$ cat src/rtl/tlveh_pkg.sv
// Package: shared types, constants and the VarNumber encoding function for the TLV encoder.
package tlveh_pkg;

	// Request kinds; the fourth code is unused and produces no bytes
	typedef enum logic [1:0] {
		REQ_HEADER  = 2'd0,
		REQ_NONNEG  = 2'd1,
		REQ_PAYLOAD = 2'd2
	} req_kind_t;

	localparam int unsigned MaxBytes  = 14;
	localparam int unsigned BufWidth  = 8 * MaxBytes;
	localparam int unsigned CountBits = 4;

	localparam logic [31:0] VarOneLimit = 32'd253;
	localparam logic [31:0] VarMax16    = 32'h0000_ffff;
	localparam logic [7:0]  VarMark16   = 8'd253;
	localparam logic [7:0]  VarMark32   = 8'd254;

	// One classified request: bytes left aligned in wire order, plus byte count
	typedef struct packed {
		logic [BufWidth-1:0]  data;
		logic [CountBits-1:0] count;
	} desc_t;

	// One VarNumber: up to five bytes left aligned, and its length
	typedef struct packed {
		logic [39:0] bytes;
		logic [2:0]  len;
	} varnum_t;

	function automatic varnum_t enc_varnum(input logic [31:0] v);
		varnum_t r;
		if (v < VarOneLimit) begin
			r.bytes = {v[7:0], 32'd0};
			r.len   = 3'd1;
		end else if (v <= VarMax16) begin
			r.bytes = {VarMark16, v[15:0], 16'd0};
			r.len   = 3'd3;
		end else begin
			r.bytes = {VarMark32, v};
			r.len   = 3'd5;
		end
		return r;
	endfunction

endpackage

$ cat src/rtl/tlveh_if.sv
// Interfaces: request channel and encoded byte channel with valid/ready handshake.
interface tlveh_req_if;
	logic        valid;
	logic        ready;
	logic [1:0]  req_type;
	logic [31:0] tlv_type;
	logic [31:0] length_value;
	logic [31:0] number_value;
	logic [7:0]  data_byte;

	modport source (output valid, req_type, tlv_type, length_value, number_value, data_byte,
		input ready);
	modport sink (input valid, req_type, tlv_type, length_value, number_value, data_byte,
		output ready);
endinterface

interface tlveh_rsp_if;
	logic       valid;
	logic       ready;
	logic [7:0] out_byte;
	logic       last;

	modport source (output valid, out_byte, last, input ready);
	modport sink (input valid, out_byte, last, output ready);
endinterface

$ cat src/rtl/tlveh_front.sv
// Front end: accepts requests, encodes them into a byte descriptor, hands it to the queue.
module tlveh_front (
	input  logic                clk,
	input  logic                arst_n,
	tlveh_req_if.sink           req,
	output tlveh_pkg::desc_t    push_desc,
	output logic                push_valid,
	input  logic                push_ready
);

	tlveh_pkg::varnum_t type_vn;
	tlveh_pkg::varnum_t len_vn;
	tlveh_pkg::desc_t   desc_c;
	logic [31:0]        val_bytes;
	logic [2:0]         val_len;
	logic [3:0]         hdr_len;
	logic               kind_ok;
	logic               in_xfer;
	tlveh_pkg::desc_t   desc_s1;
	logic               valid_s1;

	assign req.ready = !valid_s1 || push_ready;
	assign in_xfer   = req.valid && req.ready;

	// Value bytes of a non-negative integer, shortest of 1, 2 or 4
	always_comb begin
		if (req.number_value <= 32'h0000_00ff) begin
			val_bytes = {req.number_value[7:0], 24'd0};
			val_len   = 3'd1;
		end else if (req.number_value <= tlveh_pkg::VarMax16) begin
			val_bytes = {req.number_value[15:0], 16'd0};
			val_len   = 3'd2;
		end else begin
			val_bytes = req.number_value;
			val_len   = 3'd4;
		end
	end

	// Classify and pack the request bytes in wire order
	always_comb begin
		type_vn = tlveh_pkg::enc_varnum(req.tlv_type);
		len_vn  = tlveh_pkg::enc_varnum(req.length_value);
		hdr_len = 4'(type_vn.len) + 4'd1;
		desc_c  = '0;
		kind_ok = 1'b1;
		unique case (req.req_type)
			tlveh_pkg::REQ_HEADER: begin
				desc_c.data  = {type_vn.bytes, 72'd0}
					| ({len_vn.bytes, 72'd0} >> {type_vn.len, 3'b000});
				desc_c.count = 4'(type_vn.len) + 4'(len_vn.len);
			end
			tlveh_pkg::REQ_NONNEG: begin
				desc_c.data  = {type_vn.bytes, 72'd0}
					| ({5'd0, val_len, 104'd0} >> {type_vn.len, 3'b000})
					| ({val_bytes, 80'd0} >> {hdr_len, 3'b000});
				desc_c.count = hdr_len + 4'(val_len);
			end
			tlveh_pkg::REQ_PAYLOAD: begin
				desc_c.data  = {req.data_byte, 104'd0};
				desc_c.count = 4'd1;
			end
			default: begin
				kind_ok = 1'b0;
			end
		endcase
	end

	// Stage register: holds one descriptor until the queue takes it
	always_ff @(posedge clk or negedge arst_n) begin
		if (!arst_n) begin
			valid_s1 <= 1'b0;
		end else if (in_xfer) begin
			valid_s1 <= kind_ok;
		end else if (push_ready) begin
			valid_s1 <= 1'b0;
		end
	end

	always_ff @(posedge clk) begin
		if (in_xfer) begin
			desc_s1 <= desc_c;
		end
	end

	assign push_desc  = desc_s1;
	assign push_valid = valid_s1;

endmodule

$ cat src/rtl/tlveh_queue.sv
// Descriptor queue: small register FIFO between front end and back end.
module tlveh_queue #(
	parameter int unsigned Depth = 2
) (
	input  logic             clk,
	input  logic             arst_n,
	input  tlveh_pkg::desc_t wr_desc,
	input  logic             wr_valid,
	output logic             wr_ready,
	output tlveh_pkg::desc_t rd_desc,
	output logic             rd_valid,
	input  logic             rd_pop
);

	localparam int unsigned PtrW = (Depth > 1) ? $clog2(Depth) : 1;
	localparam int unsigned CntW = $clog2(Depth + 1);

	tlveh_pkg::desc_t mem_q [Depth];
	logic [PtrW-1:0]  wr_ptr_q;
	logic [PtrW-1:0]  rd_ptr_q;
	logic [CntW-1:0]  cnt_q;
	logic             do_push;
	logic             do_pop;

	assign wr_ready = cnt_q != CntW'(Depth);
	assign rd_valid = cnt_q != '0;
	assign do_push  = wr_valid && wr_ready;
	assign do_pop   = rd_pop && rd_valid;
	assign rd_desc  = mem_q[rd_ptr_q];

	// Pointers and fill count
	always_ff @(posedge clk or negedge arst_n) begin
		if (!arst_n) begin
			wr_ptr_q <= '0;
			rd_ptr_q <= '0;
			cnt_q    <= '0;
		end else begin
			if (do_push) begin
				wr_ptr_q <= (wr_ptr_q == PtrW'(Depth - 1)) ? '0 : wr_ptr_q + 1'b1;
			end
			if (do_pop) begin
				rd_ptr_q <= (rd_ptr_q == PtrW'(Depth - 1)) ? '0 : rd_ptr_q + 1'b1;
			end
			if (do_push && !do_pop) begin
				cnt_q <= cnt_q + 1'b1;
			end else if (do_pop && !do_push) begin
				cnt_q <= cnt_q - 1'b1;
			end
		end
	end

	// Storage
	always_ff @(posedge clk) begin
		if (do_push) begin
			mem_q[wr_ptr_q] <= wr_desc;
		end
	end

endmodule

$ cat src/rtl/tlveh_back.sv
// Back end: serialises descriptors one byte per cycle into the output register while rsp.ready allows.
module tlveh_back (
	input  logic             clk,
	input  logic             arst_n,
	input  tlveh_pkg::desc_t q_desc,
	input  logic             q_valid,
	output logic             q_pop,
	tlveh_rsp_if.source      rsp
);

	logic [tlveh_pkg::BufWidth-1:0]  cur_data_q;
	logic [tlveh_pkg::CountBits-1:0] cur_left_q;
	logic                            out_valid_q;
	logic [7:0]                      out_byte_q;
	logic                            out_last_q;
	logic                            advance;
	logic                            cur_busy;

	assign advance  = !out_valid_q || rsp.ready;
	assign cur_busy = cur_left_q != '0;
	// Load the next descriptor when idle or as the current one sends its final byte
	assign q_pop    = q_valid && (!cur_busy || (advance && cur_left_q == 4'd1));

	// Current descriptor: shift out the top byte on each advance
	always_ff @(posedge clk or negedge arst_n) begin
		if (!arst_n) begin
			cur_left_q <= '0;
		end else if (q_pop) begin
			cur_left_q <= q_desc.count;
		end else if (advance && cur_busy) begin
			cur_left_q <= cur_left_q - 1'b1;
		end
	end

	always_ff @(posedge clk) begin
		if (q_pop) begin
			cur_data_q <= q_desc.data;
		end else if (advance && cur_busy) begin
			cur_data_q <= {cur_data_q[tlveh_pkg::BufWidth-9:0], 8'd0};
		end
	end

	// Output register
	always_ff @(posedge clk or negedge arst_n) begin
		if (!arst_n) begin
			out_valid_q <= 1'b0;
		end else if (advance) begin
			out_valid_q <= cur_busy;
		end
	end

	always_ff @(posedge clk) begin
		if (advance && cur_busy) begin
			out_byte_q <= cur_data_q[tlveh_pkg::BufWidth-1 -: 8];
			out_last_q <= cur_left_q == 4'd1;
		end
	end

	assign rsp.valid    = out_valid_q;
	assign rsp.out_byte = out_byte_q;
	assign rsp.last     = out_last_q;

endmodule

$ cat src/rtl/tlv_element_header_encoder_top.sv
// Top level: TLV element and header encoder, one encoded byte per output transfer.
// A request passes the stage register, the queue, the serialiser and the output register in turn.
// One output byte per cycle while the output is ready; a request encodes to 1 to 10 bytes,
// and the next request's bytes follow with no gap when its descriptor is already queued.
// The front end takes a new request every cycle until the descriptor queue is full.
// Reset: arst_n clears all valid flags, queue pointers and counts; data registers are not reset.
module tlv_element_header_encoder_top #(
	parameter int unsigned QueueDepth = 2
) (
	input  logic        clk,
	input  logic        arst_n,
	tlveh_req_if.sink   req,
	tlveh_rsp_if.source rsp
);

	tlveh_pkg::desc_t push_desc;
	logic             push_valid;
	logic             push_ready;
	tlveh_pkg::desc_t q_desc;
	logic             q_valid;
	logic             q_pop;

	tlveh_front u_front (
		.clk        (clk),
		.arst_n     (arst_n),
		.req        (req),
		.push_desc  (push_desc),
		.push_valid (push_valid),
		.push_ready (push_ready)
	);

	tlveh_queue #(
		.Depth (QueueDepth)
	) u_queue (
		.clk      (clk),
		.arst_n   (arst_n),
		.wr_desc  (push_desc),
		.wr_valid (push_valid),
		.wr_ready (push_ready),
		.rd_desc  (q_desc),
		.rd_valid (q_valid),
		.rd_pop   (q_pop)
	);

	tlveh_back u_back (
		.clk     (clk),
		.arst_n  (arst_n),
		.q_desc  (q_desc),
		.q_valid (q_valid),
		.q_pop   (q_pop),
		.rsp     (rsp)
	);

endmodule

$ cat src/flat_wrapper.sv
// flat-port wrapper written by rule: the top's interface ports become plain ports
module tlv_element_header_encoder_top_flat 
#(
	parameter int unsigned QueueDepth = 2
)
  (clk, arst_n, req_valid, req_req_type, req_tlv_type, req_length_value, req_number_value, req_data_byte, req_ready, rsp_valid, rsp_out_byte, rsp_last, rsp_ready);
  tlveh_req_if req_i ();
  tlveh_rsp_if rsp_i ();
  input  logic clk;
  input  logic arst_n;
  input wire logic [$bits(req_i.valid)-1:0] req_valid;
  input wire logic [$bits(req_i.req_type)-1:0] req_req_type;
  input wire logic [$bits(req_i.tlv_type)-1:0] req_tlv_type;
  input wire logic [$bits(req_i.length_value)-1:0] req_length_value;
  input wire logic [$bits(req_i.number_value)-1:0] req_number_value;
  input wire logic [$bits(req_i.data_byte)-1:0] req_data_byte;
  output wire logic [$bits(req_i.ready)-1:0] req_ready;
  output wire logic [$bits(rsp_i.valid)-1:0] rsp_valid;
  output wire logic [$bits(rsp_i.out_byte)-1:0] rsp_out_byte;
  output wire logic [$bits(rsp_i.last)-1:0] rsp_last;
  input wire logic [$bits(rsp_i.ready)-1:0] rsp_ready;
  assign req_i.valid = req_valid;
  assign req_i.req_type = req_req_type;
  assign req_i.tlv_type = req_tlv_type;
  assign req_i.length_value = req_length_value;
  assign req_i.number_value = req_number_value;
  assign req_i.data_byte = req_data_byte;
  assign req_ready = req_i.ready;
  assign rsp_valid = rsp_i.valid;
  assign rsp_out_byte = rsp_i.out_byte;
  assign rsp_last = rsp_i.last;
  assign rsp_i.ready = rsp_ready;
  tlv_element_header_encoder_top #(.QueueDepth(QueueDepth)) u_core (.clk(clk), .arst_n(arst_n), .req(req_i), .rsp(rsp_i));
endmodule
$ cat config.mk
export PLATFORM = sky130hd
export DESIGN_NAME = tlv_element_header_encoder_top_flat
export DESIGN_NICKNAME = d
export VERILOG_FILES = /design/src/rtl/tlveh_pkg.sv /design/src/rtl/tlveh_if.sv /design/src/rtl/tlveh_front.sv /design/src/rtl/tlveh_queue.sv /design/src/rtl/tlveh_back.sv /design/src/rtl/tlv_element_header_encoder_top.sv /design/src/flat_wrapper.sv
export SDC_FILE = /design/constraint.sdc
export NUM_CORES = 1
export LEC_CHECK = 0
export ABC_AREA = 1
export BUFFER_PORTS_ARGS = -buffer_cell sky130_fd_sc_hd__buf_2
export CORE_MARGIN = 1.5
export CORE_UTILIZATION = 46
export CTS_BUF_LIST = sky130_fd_sc_hd__clkbuf_4 sky130_fd_sc_hd__clkbuf_8 sky130_fd_sc_hd__clkbuf_16
export DETAILED_ROUTE_END_ITERATION = 10
export PLACE_DENSITY = 0.63
export SYNTH_ARGS = -nofsm -noshare
export SYNTH_HDL_FRONTEND = slang
export SYNTH_SLANG_ARGS = --single-unit
$ cat constraint.sdc
create_clock -name clk -period 14.1 [get_ports clk]
set_input_delay 0.705 -clock clk [delete_from_list [all_inputs] [get_ports clk]]
set_output_delay 0.705 -clock clk [all_outputs]
set_load 0.02 [all_outputs]
# ---- Word level (Yosys, flattened, before mapping)
# Memories as Yosys holds them, arrays and structs flattened.
# Index checks and enable logic that the tools add are counted.
dict set report word_totals {
  word_cells 81
  ff_bits 247
  in_bits 110
  ram_bits 232
  out_inout_bits 11
  n_memories 1
}
dict set report op_classes {
  mux 22
  add_sub_neg 8
  reduce_logical 23
  shifts 3
  eq_ne 4
  n_lt_le_gt_ge 6
  bitwise 3
}
# name depth word_bits rd rd_clocked_by_memory_dff write_ports line
set mem_list {}
lappend mem_list {u_core.u_queue.mem_q 2 116 1 0 1 tlveh_queue.sv:18} ;# tlveh_pkg::desc_t mem_q [Depth];
# cell count
set op_table {}
lappend op_table {{$pmux W116 S3} 1}
lappend op_table {{$or A112 B112 Y112} 3}
lappend op_table {{$mux W112} 2}
lappend op_table {{$shr A107 B6 Y112} 1}
lappend op_table {{$shr A112 B6 Y112} 1}
lappend op_table {{$shr A112 B7 Y112} 1}
lappend op_table {{$le A32 B16 Y1 const B} 3}
lappend op_table {{$mux W43} 2}
lappend op_table {{$mux W37} 2}
lappend op_table {{$lt A32 B8 Y1 const B} 2}
lappend op_table {{$mux W32} 2}
lappend op_table {{$le A32 B8 Y1 const B} 1}
lappend op_table {{$logic_and A1 B1 Y1} 8}
lappend op_table {{$mux W4} 2}
lappend op_table {{$reduce_bool A2 Y1} 4}
lappend op_table {{$mux W1} 7}
lappend op_table {{$mux W3} 2}
lappend op_table {{$logic_not A1 Y1} 5}
lappend op_table {{$add A3 B1 Y4 const B} 1}
lappend op_table {{$add A3 B3 Y4} 1}
lappend op_table {{$add A4 B3 Y4} 1}
lappend op_table {{$eq A4 B1 Y1 const B} 1}
lappend op_table {{$mux W2} 2}
lappend op_table {{$reduce_bool A4 Y1} 1}
lappend op_table {{10 further kinds} 13}

# ---- Depth between registers and ports, before layout
# Gate-level depths: netlist of the first run.
dict set report depth {
  word_depth 9
  depth_mapped 13
  mapped_depth_nobuf 11
}

# ---- Hierarchy
# A second synthesis of the first run with hierarchy kept.
dict set report hier_totals {
  cells_unflattened 2067
  hier_area_um2 20980.1
}
# mod seq_area_each_um2 cells_per_inst n_inst area_each_um2
set by_module_without_submodules {}
lappend by_module_without_submodules {tlveh_queue 7066.8 634 1 8654.6}
lappend by_module_without_submodules {tlveh_front 3027.9 904 1 6927.9}
lappend by_module_without_submodules {tlveh_back 3758.6 529 1 5397.7}

# ---- Worst setup path before layout of the first run
# No wires, ideal clock.
dict set report synth_timing {
  path_kind {flip-flop to flip-flop}
  start {register u_core.u_queue.cnt_q[1]}
  end {memory u_core.u_queue.mem_q[1][0] in the netlist's numbering (enable)}
  slack_ns 8.764
  t_arrival_ns 4.775
  setup_ns 0.561
  required_ns 13.539
  n_path_buf 0
  synth_period_minus_slack_ns 5.336
  path_stages_with_launch 4
  path_cell_list {dfrtp_1 -> inv_1 -> o21ai_0 -> nor2_1}
}
dict set report synth_between {
  elab_chain_cells 4
}
# item line
set synth_lines {}
lappend synth_lines {{from (decl)} tlveh_queue.sv:21} ;# logic [CntW-1:0] cnt_q;
lappend synth_lines {{from (signal assigned)} tlveh_queue.sv:45} ;# cnt_q <= cnt_q + 1'b1;
lappend synth_lines {{from (signal assigned)} tlveh_queue.sv:47} ;# cnt_q <= cnt_q - 1'b1;
lappend synth_lines {{$ne A2 B2 Y1} tlveh_queue.sv:25} ;# assign wr_ready = cnt_q != CntW'(Depth);
lappend synth_lines {{$logic_and A1 B1 Y1} tlveh_queue.sv:27} ;# assign do_push = wr_valid && wr_ready;
lappend synth_lines {{$mux W1} tlveh_queue.sv:54} ;# if (do_push) begin
lappend synth_lines {{$mux W1 (implied by the code)} tlveh_queue.sv:55} ;# mem_q[wr_ptr_q] <= wr_desc;
lappend synth_lines {{to (decl)} tlveh_queue.sv:18}
# No other way between the ends.

# ---- Final worst setup path of the first run
dict set report layout_timing {
  start {register u_core.u_back.cur_left_q[0] in the netlist's numbering}
  end {register u_core.u_back.cur_data_q[32] in the netlist's numbering (data pin)}
}
dict set report layout_between {
  elab_chain_cells 5
  word_cells_on_any_way 7
  cone_classes {eq/ne (1); mux (1); reduce/logical (5)}
}
# item line
set layout_lines {}
lappend layout_lines {{from (decl)} tlveh_back.sv:12} ;# logic [tlveh_pkg::CountBits-1:0] cur_left_q;
lappend layout_lines {{from (signal assigned)} tlveh_back.sv:29} ;# cur_left_q <= q_desc.count;
lappend layout_lines {{from (signal assigned)} tlveh_back.sv:31} ;# cur_left_q <= cur_left_q - 1'b1;
lappend layout_lines {{$eq A4 B1 Y1 or $reduce_bool A4 Y1 (tied branches)} {tlveh_back.sv:22, tlveh_back.sv:20}}
lappend layout_lines {{$logic_and A1 B1 Y1 or $logic_not A1 Y1 (tied branches)} tlveh_back.sv:22} ;# assign q_pop = q_valid && (!cur_busy || (advance && cur_left_q == 4'd1));
lappend layout_lines {{$logic_or A1 B1 Y1 (*)} tlveh_back.sv:22}
lappend layout_lines {{$logic_and A1 B1 Y1 (*)} tlveh_back.sv:22}
lappend layout_lines {{$mux W112 (*)} tlveh_back.sv:36} ;# if (q_pop) begin
lappend layout_lines {{to (signal assigned)} tlveh_back.sv:37} ;# cur_data_q <= q_desc.data;
lappend layout_lines {{to (signal assigned)} tlveh_back.sv:39} ;# cur_data_q <= {cur_data_q[tlveh_pkg::BufWidth-9:0], 8'd0};
lappend layout_lines {{to (decl)} tlveh_back.sv:11} ;# logic [tlveh_pkg::BufWidth-1:0] cur_data_q;
# Every way passes the cells marked *; elsewhere a longest branch is shown, timed or not.
# A chain may end at the register's enable or synchronous reset.

==> results.sh, run 1 <==
export IMPL_die_height_um=203
export IMPL_critPathLaunchType="register"
export IMPL_p_int_w=0.00258
export IMPL_drv_max_cap_violation_count=0
export IMPL_areaGrowthSynthToFinish_pct=12.4
export IMPL_post_cts_setup_inserts=0
export IMPL_flops_latches_synth=415
export IMPL_floorplan_core_area_um2=39500
export IMPL_grt_pass1_vias=12477
export IMPL_fin_crit_share=0.233
export IMPL_worst_path_buf_inv=3
export IMPL_holdPathStages=0
export IMPL_crit_path_top_delay_cell="sky130_fd_sc_hd__buf_4"
export IMPL_io_buffer_count=120
export IMPL_n_fill_cell=3492
export IMPL_buffers_from_clock_root_to_sink_at_most=3
export IMPL_critical_path_cell_count=9
export IMPL_seq_area_frac_synth=0.675
export IMPL_grt_start_max_net_pins=97
export IMPL_critical_path_cell_by_cell="inv_1 > ha_1 > nand2_1 > inv_1 > nand2_1 > nand2_4 > buf_4 > nor2_1 > a31oi_1"
export IMPL_switching_pwr_w=0.00111
export IMPL_power_combinational_fraction=0.194
export IMPL_synthesis_instances=1712
export IMPL_leakagePower_nw=8.00
export IMPL_r2r_setup_slack_ps=10820
export IMPL_grt_overflow=0
export IMPL_cp_arrival_ps=3610
export IMPL_fin_hold_ws_ps=418
export IMPL_run_status="complete, no violations"
export IMPL_cts_root_buffer="sky130_fd_sc_hd__clkbuf_16"
export IMPL_cp_data_required_time_ps=14430
export IMPL_wl_per_cell_um=22.5
export IMPL_finalClockSkew_ps=18.0
export IMPL_clk_pin_slew_ps=60
export IMPL_layout_cells_most_common_list="486 x sky130_fd_sc_hd__nand2_1, 405 x sky130_fd_sc_hd__edfxtp_1, 178 x sky130_fd_sc_hd__nor2_1"
export IMPL_fin_setup_tns_ps=0
export IMPL_finalWeightedCongestion=0.944
export IMPL_timing_hold_worst_start="u_core.u_back.cur_data_q[109]"
export IMPL_netlist_area_pre_place_um2=18400
export IMPL_placedCellCount=2301
export IMPL_worst_setup_path_type="register to register"
export IMPL_finalHoldViolCount=0
export IMPL_period_needed_ps=3280
export IMPL_power_share_switching=0.301
export IMPL_utilization=0.523
export IMPL_final_instance_count_excl_fill=2373
export IMPL_syn_mean_instance_area_um2=10.7
export IMPL_die_area_um2=41200
export IMPL_irDropWorstVdd_uv=119
export IMPL_number_of_clock_buffers_inserted_by_tritoncts=42
export IMPL_finalPower_w=0.00369
export IMPL_timing_critical_path_slowest_cell_delay_ps=870
export IMPL_global_routing_usage_summed_across_all_routing_layers=0.262
export IMPL_floorplan_initialDensity=0.465
export IMPL_drt_pass1_iter_count=5
export IMPL_fmax_ghz=0.305
export IMPL_r2r_worst_path_cells=9
export IMPL_final_max_slew_violation_count=0
export IMPL_n_antenna_cell=0
export IMPL_numClockSinks=415
export IMPL_max_slew_worst_pin_slew_ps=1170
export IMPL_pwr_share_clk=0.277
export IMPL_route_detailed_vias_per_inst=5.59
export IMPL_die_width_um=203
export IMPL_post_route_drc_count=0
export IMPL_crit_path_end_kind="register"
export IMPL_report_final_setup_viol=0
export IMPL_ios=121
export IMPL_worst_r2r_startpoint="u_core.u_back.cur_left_q[0]"
export IMPL_edff_count_synth=405
export IMPL_timing_max_slew_rel_slack=0.220
export IMPL_timing_critical_path_from="u_core.u_back.cur_left_q[0]"
export IMPL_dpl_hpwl_um=35500
export IMPL_power_density_nw_per_um2=179
export IMPL_cp_max_fo=96
export IMPL_initial_antenna_violation_count=1
export IMPL_drive_gt1_frac=0.126
export IMPL_clk_latency_ps=560
export IMPL_total_number_of_yosys_warnings=0
export IMPL_netlist_cell_type_count=36
export IMPL_clock_tree_htree_level_count=2
export IMPL_grt_setup_unrepaired="no"
export IMPL_drt_total_wl_um=53300
export IMPL_seqPwrFrac=0.529
export IMPL_num_nets_final=1941
export IMPL_vias=13275
export IMPL_first_pass_grt_wire_length_um=79800
export IMPL_tritoncts="done"
export IMPL_timing_hold_worst_class="register to register"
export IMPL_synthArstFlopShare=0.0241
export IMPL_synth_main_ff_cell="sky130_fd_sc_hd__edfxtp_1"
export IMPL_rows=73
export IMPL_drt_initial_drc_count=1357
export IMPL_drt_antenna_violating_nets=0
export IMPL_worst_path_dominant_cell_family="buffers and inverters"
export IMPL_layout_commonest_cell="sky130_fd_sc_hd__nand2_1"
state kept, by name, summed over array words and instances (netlist names):
signal / flops
u_core.u_queue.wr_ptr_q: 1
u_core.u_queue.rd_ptr_q: 1
u_core.u_front.push_desc: 100
u_core.u_back.cur_left_q: 4
u_core.u_back.cur_data_q: 96
u_core.u_back.rsp.valid: 1
u_core.u_queue.mem_q: 200
u_core.u_queue.cnt_q: 2
u_core.u_front.push_valid: 1
u_core.u_back.rsp.out_byte: 8
u_core.u_back.rsp.last: 1
logic make-up after synthesis:
family	after synthesis	share of synthesized area
flip-flops	415	0.675
other	1	0.000204
AND/OR/NAND/NOR	838	0.189
adder cells (fa/ha/maj)	10	0.00762
AO/OA/AOI/OAI	255	0.0802
XOR/XNOR	5	0.00238
buffers and inverters	188	0.0459
repair_timing:
item | in CTS | in global routing
hold buffers | 1 | 0
endpoints found under the setup margin | 0 | 0
resized for setup | 0 | 0
endpoints found under the hold margin | 10 | 0
routing by layer:
metal | global-route usage | part of all wire | vias up
met1 | 0.383 | 0.44 | 6453
met5 | 0 | 0 | -
met2 | 0.406 | 0.46 | 602
li1 | - | - | 6143
met3 | 0.0425 | 0.076 | 77
met4 | 0.0746 | 0.026 | 0
synth_stat cells (3+ instances only):
cell type                  count  area [µm²]
sky130_fd_sc_hd__nor2_2        4        25.0
sky130_fd_sc_hd__edfxtp_1    405       12200
sky130_fd_sc_hd__a21oi_1      39         195
sky130_fd_sc_hd__ha_1          8         100
sky130_fd_sc_hd__nor2_4       11         124
sky130_fd_sc_hd__nand3_1     135         676
sky130_fd_sc_hd__o211ai_1      8        60.1
sky130_fd_sc_hd__a31oi_1      90         563
sky130_fd_sc_hd__xor2_1        4        35.0
sky130_fd_sc_hd__nand2_1     488        1830
sky130_fd_sc_hd__o21ai_0      62         310
sky130_fd_sc_hd__buf_6         8        90.1
sky130_fd_sc_hd__inv_2         3        11.3
sky130_fd_sc_hd__dfrtp_1      10         250
sky130_fd_sc_hd__buf_4         5        37.5
sky130_fd_sc_hd__inv_1        93         349
sky130_fd_sc_hd__nor2_1      180         676
sky130_fd_sc_hd__o21bai_1     14         105
sky130_fd_sc_hd__o21ai_1      25         125
sky130_fd_sc_hd__clkbuf_1     30         113
sky130_fd_sc_hd__o22ai_1      14        87.6
sky130_fd_sc_hd__buf_2        46         230
sky130_fd_sc_hd__nand2_4       3        33.8
sky130_fd_sc_hd__nand4_1      11        68.8
through the flow:
stage	worst slack [ps]	cell area [µm²]
floorplan	8760	18400
global placement	10530	19400
detailed placement	10530	19400
CTS	10660	20700
global route	10440	20700
finish	10820	20700
final cells by class:
cell class              instances  area [µm²]  share of cell area
clock buffers                  53        1150              0.0557
clock inverters                18        88.8             0.00430
inverters                      96         363              0.0176
multi-input cells            1124        5220               0.253
flip-flops and latches        415       12400               0.601
well taps                     525         657              0.0318
repair buffers                142         768              0.0372
power groups by stage:
| stage | clock, W | sequential [W] | combinational (W) |
|---|---|---|---|
| 2_1_floorplan | 0 | 0.00194 | 0.000490 |
| 3_3_place_gp | 0 | 0.00197 | 0.000713 |
| 3_5_place_dp | 0 | 0.00198 | 0.000723 |
| 4_1_cts | 0.00104 | 0.00196 | 0.000724 |
| 5_1_grt | 0.00109 | 0.00199 | 0.000807 |
| 6_report | 0.00102 | 0.00196 | 0.000716 |
worst reg2reg max path: cells and delay by family, from the launching register on:
family / cells / cell delay, ps
buffers and inverters: 3 / 1080
AOI/OAI and AO/OA: 1 / 350
adders and majority gates: 1 / 170
DFF: 1 / 400
and+or+nand+nor: 4 / 1070
path summary, 6_finish.rpt:
| kind | end |
|---|---|
| min in group asynchronous | u_core.u_back.rsp.valid |
| max reg2reg | u_core.u_back.cur_data_q[32] |
| min | u_core.u_back.rsp.out_byte[5] |
| min reg2reg | u_core.u_back.rsp.out_byte[5] |
| max in group asynchronous | u_core.u_queue.rd_ptr_q |
| max | u_core.u_back.cur_data_q[32] |
(Power assumes the default switching activity.)
==> inputs of run 2 (changes only) <==
- clock period: 14.1 -> 3.45 ns (I/O delays scaled with it)
==> run 2 against run 1 <==
Net effect: global-route usage decreased by 0.17 points; flip-flop and latch count unchanged; core utilization up 1.2 points; sequential power rose to 4.1 times the previous value; combinational power grew to 4.2 times the previous value; clock power rose to 4.5 times the previous value; critical endpoint is now u_core.u_front.push_desc[98]; final cell count increased by 1.3%; clock skew increased by 3.4 ps; register-to-register slack worse by 9800 ps; non-clock buffer count rose by 25; highest routed layer unchanged; total power rose to 4.2 times the previous value; critical path depth up 3; critical path type is now primary input to register.
==> results.sh, run 2 (synthesis gave the netlist of run 1 again) <==
export IMPL_layout_commonest_cell="sky130_fd_sc_hd__nand2_1"
export IMPL_n_fill_cell=3464
export IMPL_dpl_hpwl_um=36200
export IMPL_finalClockSkew_ps=21.4
export IMPL_report_final_setup_viol=0
export IMPL_drt_pass1_iter_count=8
export IMPL_fmax_ghz=0.367
export IMPL_first_pass_grt_wire_length_um=79500
export IMPL_crit_path_end_kind="register"
export IMPL_timing_critical_path_slowest_cell_delay_ps=540
export IMPL_drive_gt1_frac=0.137
export IMPL_num_nets_final=1967
export IMPL_buffers_from_clock_root_to_sink_at_most=3
export IMPL_layout_cells_most_common_list="486 x sky130_fd_sc_hd__nand2_1, 405 x sky130_fd_sc_hd__edfxtp_1, 178 x sky130_fd_sc_hd__nor2_1"
export IMPL_multi_input_comb_area_um2=5220
export IMPL_period_needed_ps=2720
export IMPL_io_buffer_count=120
export IMPL_crit_path_top_delay_cell="sky130_fd_sc_hd__dlygate4sd3_1"
export IMPL_fin_crit_share=0.789
export IMPL_grt_pass1_vias=12656
export IMPL_grt_setup_unrepaired="no"
export IMPL_clk_pin_slew_ps=60
export IMPL_critical_path_most_common_cell="sky130_fd_sc_hd__nand2_1"
export IMPL_die_area_um2=41200
export IMPL_worst_setup_path_type="primary input to register"
export IMPL_rows=73
export IMPL_cp_max_fo=29
export IMPL_largest_register="u_core.u_queue.mem_q"
export IMPL_floorplan_core_area_um2=39500
export IMPL_max_slew_worst_pin_slew_ps=921
export IMPL_post_route_drc_count=0
export IMPL_timing_hold_worst_class="primary input to async pin"
export IMPL_areaGrowthSynthToFinish_pct=15.0
export IMPL_clock_tree_htree_level_count=2
export IMPL_drt_antenna_violating_nets=0
export IMPL_cts_root_buffer="sky130_fd_sc_hd__clkbuf_16"
export IMPL_route_detailed_vias_per_inst=5.56
export IMPL_floorplan_initialDensity=0.465
export IMPL_ios=121
export IMPL_drt_initial_drc_count=1300
export IMPL_cp_data_required_time_ps=3700
export IMPL_timing_max_slew_rel_slack=0.383
export IMPL_placement_setup_worst_slack_ps=643
export IMPL_grt_start_max_net_pins=183
export IMPL_drt_total_wl_um=53100
export IMPL_drv_max_cap_violation_count=0
export IMPL_wl_per_cell_um=22.1
export IMPL_grt_overflow=0
export IMPL_cp_arrival_ps=2980
export IMPL_number_of_clock_buffers_inserted_by_tritoncts=43
export IMPL_finalWeightedCongestion=0.957
export IMPL_largest_register_ffs=200
export IMPL_critPathLaunchType="primary input"
export IMPL_clk_latency_ps=560
export IMPL_initial_antenna_violation_count=1
export IMPL_critical_path_cell_by_cell="dlygate4sd3_1 > buf_2 > nor2_1 > nand2_1 > nor2_4 > nand2_4 > nand2_1 > inv_1 > nand2_1 > o21ai_0 > a21oi_1 > o21ai_0"
export IMPL_final_max_slew_violation_count=0
export IMPL_setup_ws_ps=726
export IMPL_global_routing_usage_summed_across_all_routing_layers=0.261
export IMPL_leakagePower_nw=8.22
export IMPL_die_height_um=203
export IMPL_numClockSinks=415
export IMPL_layout_area_seq_um2=12400
export IMPL_tritoncts="done"
export IMPL_finalHoldViolCount=0
export IMPL_vias=13362
export IMPL_fin_hold_ws_ps=9.94
export IMPL_run_status="complete, no violations"
export IMPL_irDropWorstVdd_uv=519
export IMPL_power_density_nw_per_um2=736
export IMPL_die_width_um=203
## run 2: where the power goes
| group | switching [W] | leakage (nW) | internal, W |
|---|---|---|---|
| Sequential | 0.000538 | 4.00 | 0.00740 |
| Combinational | 0.00217 | 3.52 | 0.000856 |
| Clock | 0.00186 | 0.707 | 0.00274 |
| Total | 0.00457 | 8.22 | 0.0110 |
## run 2: path summary, 6_finish.rpt
path,startpoint,end,slack (ps),cells after the start
setup / recovery,req_tlv_type[16],u_core.u_front.push_desc[98],730,12
hold / removal,arst_n,u_core.u_queue.rd_ptr_q,10,2
setup reg to reg,u_core.u_back.cur_left_q[0],u_core.u_back.cur_data_q[49],1060,8
hold reg to reg,u_core.u_back.cur_data_q[110],u_core.u_back.rsp.out_byte[6],420,0
max in group asynchronous,arst_n,u_core.u_queue.rd_ptr_q,3230,2
min in group clk,req_tlv_type[1],u_core.u_front.push_desc[77],30,3
## run 2: worst max-delay path, delay by kind of cell
family | cells | cell delay [ps]
buffers and inverters | 3 | 1040
AOI/OAI and AO/OA | 3 | 440
and+or+nand+nor | 6 | 1310
## run 2: routing by layer
metal	part of all wire	global-route usage	wire, µm
met4	0.037	0.0955	1950
met2	0.46	0.403	24200
met1	0.44	0.373	23200
met3	0.072	0.0422	3800
met5	0	0	0
## run 2: through the flow
step | setup TNS, ps | total power [W] | area, µm² | util | std cells
after global routing | 0 | 0.0163 | 21100 | 0.535 | 2403
final | 0 | 0.0156 | 21100 | 0.535 | 2404
after global placement | 0 | 0.0110 | 19600 | 0.495 | 2312
after CTS | 0 | 0.0157 | 21100 | 0.535 | 2403
after floorplan | -43880 | 0.00988 | 18500 | - | 1727
after detailed placement | 0 | 0.0111 | 19600 | 0.495 | 2312
## run 2: timing repair
item	4_1_cts	5_1_grt
gates resized for setup	0	0
hold buffers	15	0
setup endpoints to repair	0	0
endpoints found under the hold margin	23	0
buffers inserted	0	0
## run 2: layout make-up
type | count | area share
flip-flops and latches | 415 | 0.587
inverters | 96 | 0.0172
multi-input cells | 1124 | 0.247
well taps | 525 | 0.0311
clock inverters | 16 | 0.00746
diodes | 1 | 0.000118
repair buffers | 167 | 0.0510
clock buffers | 60 | 0.0589
